==> config.mk <==
export PLATFORM = sky130hd
export DESIGN_NAME = brcc_ram
export DESIGN_NICKNAME = d
export VERILOG_FILES = /design/src/sv/boot_ram_command_controller_defines.svh /design/src/sv/brcc_ram.sv
export SDC_FILE = /design/constraint.sdc
export NUM_CORES = 1
export LEC_CHECK = 0
export BUFFER_PORTS_ARGS = -buffer_cell sky130_fd_sc_hd__clkbuf_2
export CAP_MARGIN = 20
export CORE_AREA = 2 2 230 232
export DETAILED_ROUTE_END_ITERATION = 10
export DIE_AREA = 0 0 232 234
export PLACE_DENSITY = 0.62
export SETUP_SLACK_MARGIN = 0.2
export SLEW_MARGIN = 20
export SYNTH_ARGS = -nofsm -noshare
export SYNTH_HDL_FRONTEND = slang
export SYNTH_SLANG_ARGS = --single-unit
==> constraint.sdc <==
create_clock -name i_clk -period 3.2 [get_ports i_clk]
set_input_delay 0.48 -clock i_clk [delete_from_list [all_inputs] [get_ports i_clk]]
set_output_delay 0.48 -clock i_clk [all_outputs]
set_load 0.05 [all_outputs]
==> src/sv/boot_ram_command_controller_defines.svh <==
// ---------------------------------------------------------------------------
// Boot controller assertion macros
// Shared property forms for the checks at the end of the top level.
// ---------------------------------------------------------------------------
`ifndef BOOT_RAM_COMMAND_CONTROLLER_DEFINES_SVH
`define BOOT_RAM_COMMAND_CONTROLLER_DEFINES_SVH

// antecedent implies consequent in the same cycle
`define BRC_ASSERT_IMP(lbl, clk, rst_n, ante, cons, msg) \
    lbl: assert property (@(posedge clk) disable iff (!rst_n) (ante) |-> (cons)) \
        else $error(msg);

// antecedent implies consequent in the next cycle
`define BRC_ASSERT_NEXT(lbl, clk, rst_n, ante, cons, msg) \
    lbl: assert property (@(posedge clk) disable iff (!rst_n) (ante) |=> (cons)) \
        else $error(msg);

`endif

==> src/sv/brcc_ram.sv <==
// ---------------------------------------------------------------------------
// Generic single-port RAM
// One write or read per cycle, registered read data.
// ---------------------------------------------------------------------------
module brcc_ram #(
    parameter int Width = 8,
    parameter int Depth = 64
) (
    input  logic                     i_clk,
    input  logic                     i_we,
    input  logic [$clog2(Depth)-1:0] i_addr,
    input  logic [Width-1:0]         i_wdata,
    output logic [Width-1:0]         o_rdata
);
    logic [Width-1:0] r_mem [Depth];
    logic [Width-1:0] r_rdata;

    always_ff @(posedge i_clk) begin
        if (i_we) begin
            r_mem[i_addr] <= i_wdata;
        end
        r_rdata <= r_mem[i_addr];
    end

    assign o_rdata = r_rdata;
endmodule

# After elaboration in Yosys (flattened, before gate mapping)
# Memory sizes are Yosys's and may differ from the RTL's. A register that Yosys moved wholly into a read port is not among the register bits.
# Cells that the tools add are included.
# word_totals
reg_bits	0
in_bits	16
latchBits	0
output_inout_bits	8
wordCells	3
mem_bits_rw	512
n_memories	1
romBits	0
# memory_table
memory	depth	word_bits	rd	rd_ports_with_merged_regs	write_ports	line	source
r_mem	64	8	1	1	1	brcc_ram.sv:15	logic [Width-1:0] r_mem [Depth];
# classes
eq_ne	0
shift	0
n_reduce_logical	0
bitwise_logic	0
add_sub_neg	0
n_mux	2
div_mod_pow	0
mul	0
order_cmp	0
# ops
operator	n
2-to-1 mux 1 bit	2

# Depth between registers and ports, before layout
# depth
depth_word	2
mapped_depth	10
ltp_nobuf	5

# Least setup slack after synthesis
# Ideal clock, no wire load.
# synth_timing
path_type	input to register
start	input port i_addr[1]
end	memory r_mem[13][0], enable pin
path_stages	7
required_time_ns	2.830
arrival_ns	2.208
setup_slack_ns	0.621
cell_sequence	buf_6 buf_6 nor2b_1 clkbuf_1 clkbuf_1 nand3_1 nor2_1
# synth_rtl
element	line	source
from (decl)	brcc_ram.sv:11	input logic [$clog2(Depth)-1:0] i_addr,
to (decl)	brcc_ram.sv:15	
# Straight into the memory's write port.

==> results.py <==
metrics = {
    "timing": {
        "fmaxAchievable_mhz": 381,
        "timing.final.hold_violations": 0,
        "report.final.setup_viol": 0,
        "tightestPinTransition_ps": 1040,
        "max_slew_margin": 0.307,
        "final_critical_path_setup_slack_ps": 575,
        "rsz_0062_raised_after_global_routing": "no",
        "timing.final.crit_period_ps": 2630,
        "fin_tns_setup_ps": 0,
        "timing.final.max_slew_violations": 0,
        "timing.final.crit_share": 0.820,
        "clock-skew-final_ps": 17.7,
    },
    "cells_and_area": {
        "mostFrequentLayoutCell": "edfxtp_1",
        "layout_common_cells": "512 x edfxtp_1, 154 x buf_4, 80 x nor2_1",
        "final_cell_area_sq_um": 23800,
        "number_of_inserted_filler_cells_in_the_final_layout": 4489,
        "flow.area_growth_from_synthesis_pct": 16.6,
        "nNetsFinal": 1339,
        "final_cells": 2051,
        "post_route_cells_drive_above_1_share": 0.219,
        "antenna_cells": 0,
    },
    "logic_synthesis": {
        "synth_top_area_cell": "edfxtp_1",
        "syn_area_sq_um": 20400,
        "ys_top_cells_by_area": "edfxtp_1 75%, mux4_2 4.5%, mux2i_1 3.1%",
        "dominantRegCellSynth": "edfxtp_1",
        "mapped_nets": 1187,
        "synth-compound-area-share": 0.0808,
        "yosys.area.top_type_share": 0.752,
        "synth-seq-cells": 520,
        "syn-mean-instance-area_sq_um": 17.5,
        "yosysWarningCount": 0,
        "synth_simple_gate_area_frac": 0.0571,
        "synthCells": 1171,
        "synth-seq-area-share": 0.760,
        "synth_top_family_by_area": "multiplexers",
        "synth-edff-count": 512,
        "synthXorXnorAreaFrac": 0,
        "post_synth_arst_share": 0,
        "synth_fa_ha_area_frac": 0,
        "post_synth_mux_area_share": 0.0826,
        "synth_cell_type_count": 56,
    },
    "detailed_routing": {
        "wl_per_cell_microns": 25.8,
        "final_antenna_net_count": 0,
        "drt_pre_antenna_iters": 5,
        "routed-via-count": 11600,
        "first_iter_violations": 1388,
        "drc": 0,
        "postRouteWirelength_microns": 52800,
        "drt-vias-per-instance": 5.68,
    },
    "setup_path": {
        "ws_path_type": "in -> reg",
        "required_ps": 3660,
        "critPathCaptureType": "register",
        "reg2regPathDepth": 5,
        "setup.worst_path.start_class": "input port",
        "worst-path-max-fanout": 30,
        "r2r_setup_slack_ps": 990,
        "worst_r2r_startpoint": "r_mem[21][6]",
        "timing.rr.end": "o_rdata[6]",
        "worstPathArrival_ps": 3090,
    },
    "outcome": {
        "status": "finished clean",
    },
    "global_routing": {
        "grt_antenna_before_repair": 0,
        "grt-ovfl-total": 0,
        "wire_length_of_the_first_global_routing_pass_microns": 77900,
        "grt_pass1_vias": 11700,
        "grtUsageTotal": 0.198,
        "maximum_number_of_pins_on_one_net_before_global_route_repair": 51,
    },
    "min_path": {
        "min_to": "r_mem[20][4]",
        "hold_path.class": "in -> reg",
        "hold_path.startpoint": "i_wdata[4]",
        "holdPathStages": 2,
    },
    "placement": {
        "dp.cells": 1957,
        "total_of_buffers_placed_on_input_and_output_ports": 23,
        "place_area_sq_um": 22300,
        "pre_cts_slack_ps": 76.3,
        "gp_congestion": 0.844,
        "hpwl_dp_microns": 34100,
    },
    "die": {
        "initial_utilization": 0.393,
        "chipWidth_microns": 232,
        "die_area_sq_um": 54300,
        "io_pins": 24,
        "fp-row-count": 84,
        "floorplan.die.height_microns": 234,
        "design.core.area_sq_um": 52000,
    },
    "power": {
        "sw_frac": 0.217,
        "power_leakage_nw": 7.88,
        "p_clk_frac": 0.405,
        "p_comb_frac": 0.061,
        "power_switching_mw": 3.07,
        "sequentialPowerShare": 0.534,
        "internal_power_mw": 11.1,
        "peakVddDrop_mv": 0.390,
        "power-per-cell-area_nw_per_um2": 594,
    },
    "clocking": {
        "clk_path_buf_depth": 3,
        "number_of_clock_sinks_seen_by_cts": 520,
        "cts-resized-gates": 0,
        "total_of_hold_buffers_inserted_after_clock_tree_synthesis": 0,
        "clock-root-buffer": "clkbuf_16",
        "clock_latency_ps": 600,
        "setup_fix_buffers_added_after_clock_tree_synthesis": 0,
        "cts.reportedPaths.clkPinSlew_ps": 60,
        "cts_tree": "done",
        "tritoncts.num_buffers": 52,
        "cts_htree_levels": 2,
    },
    "run": {
        "maxCapViolCount": 0,
    },
}
## flip-flops by register name (all words and copies together), names as in the netlist
signal	flops
o_rdata	8
r_mem	512
## stage by stage
step / hold WS (ps) / power, mW / utilization
detailed placement: 644 / 8.57 / 0.428
global placement: 642 / 8.56 / 0.428
finish: 383 / 14.2 / 0.458
CTS: 360 / 14.2 / 0.458
floorplan: 563 / 8.16 / -
global route: 388 / 14.6 / 0.458
## worst max-delay path by stage
stage / from / to / cells past startpoint
finish: i_addr[0] / o_rdata[6] / 7
global route: i_addr[0] / o_rdata[6] / 7
CTS: i_addr[0] / o_rdata[6] / 7
detailed placement: i_addr[0] / o_rdata[6] / 7
global placement: i_addr[0] / o_rdata[6] / 7
floorplan: i_addr[1] / r_mem[13][0] / 7
## power by group through the flow
stage | Sequential (mW) | Combinational (mW) | Clock (mW)
2_1_floorplan | 7.75 | 0.409 | 0
3_5_place_dp | 7.71 | 0.858 | 0
6_report | 7.57 | 0.859 | 5.74
5_1_grt | 7.57 | 0.912 | 6.09
4_1_cts | 7.57 | 0.860 | 5.82
3_3_place_gp | 7.71 | 0.847 | 0
## layer usage
layer | share of wire | GRT usage
met5 | 0 | 0
met4 | 0.036 | 0.0807
met3 | 0.079 | 0.0283
met2 | 0.47 | 0.313
met1 | 0.42 | 0.277
## worst max-delay path: stages
cell	delay (ps)
buf_4	450
buf_12	260
nand2b_1	440
o22ai_1	140
o31ai_1	640
o221ai_1	240
or4_1	430
## cells in the mapped netlist (4+ instances only)
library cell	instances
edfxtp_1	512
nor2_1	82
mux2i_1	63
nand2_1	45
mux4_2	41
a22oi_1	40
clkbuf_1	36
buf_2	30
a21oi_1	28
nand2b_1	24
o22ai_1	22
a221oi_1	21
a31oi_1	15
nand3b_1	12
a221o_1	11
o22a_1	11
a22o_1	10
and2_1	9
and3_1	9
o21ai_0	9
o221ai_1	9
dfxtp_1	8
nand3_1	8
nor2b_1	8
a32oi_1	7
mux2_1	7
o2bb2ai_1	7
a211oi_1	6
and4_1	6
buf_1	6
buf_6	5
mux2_2	5
o31ai_1	5
or3b_2	5
a21o_1	4
buf_4	4
## final cells by class
| class | count | area [sq um] | area share |
|---|---|---|---|
| clock buffer | 71 | 1390 | 0.0585 |
| clock inverter | 23 | 175 | 0.00735 |
| inverter | 3 | 11.3 | 0.000472 |
| multi-input combinational | 567 | 4520 | 0.189 |
| sequential | 520 | 15500 | 0.652 |
| tap | 688 | 861 | 0.0361 |
| timing repair buffer | 179 | 1350 | 0.0565 |
## logic make-up (layout without fill, tap and decap cells)
kind of cell           count (synthesis)  count (layout)
DFF                                  520             520
muxes                                116             116
and+or+nand+nor                      229             229
AOI/OAI and AO/OA                    222             222
buffers and inverters                 84             276
(Power assumes the default switching activity.)
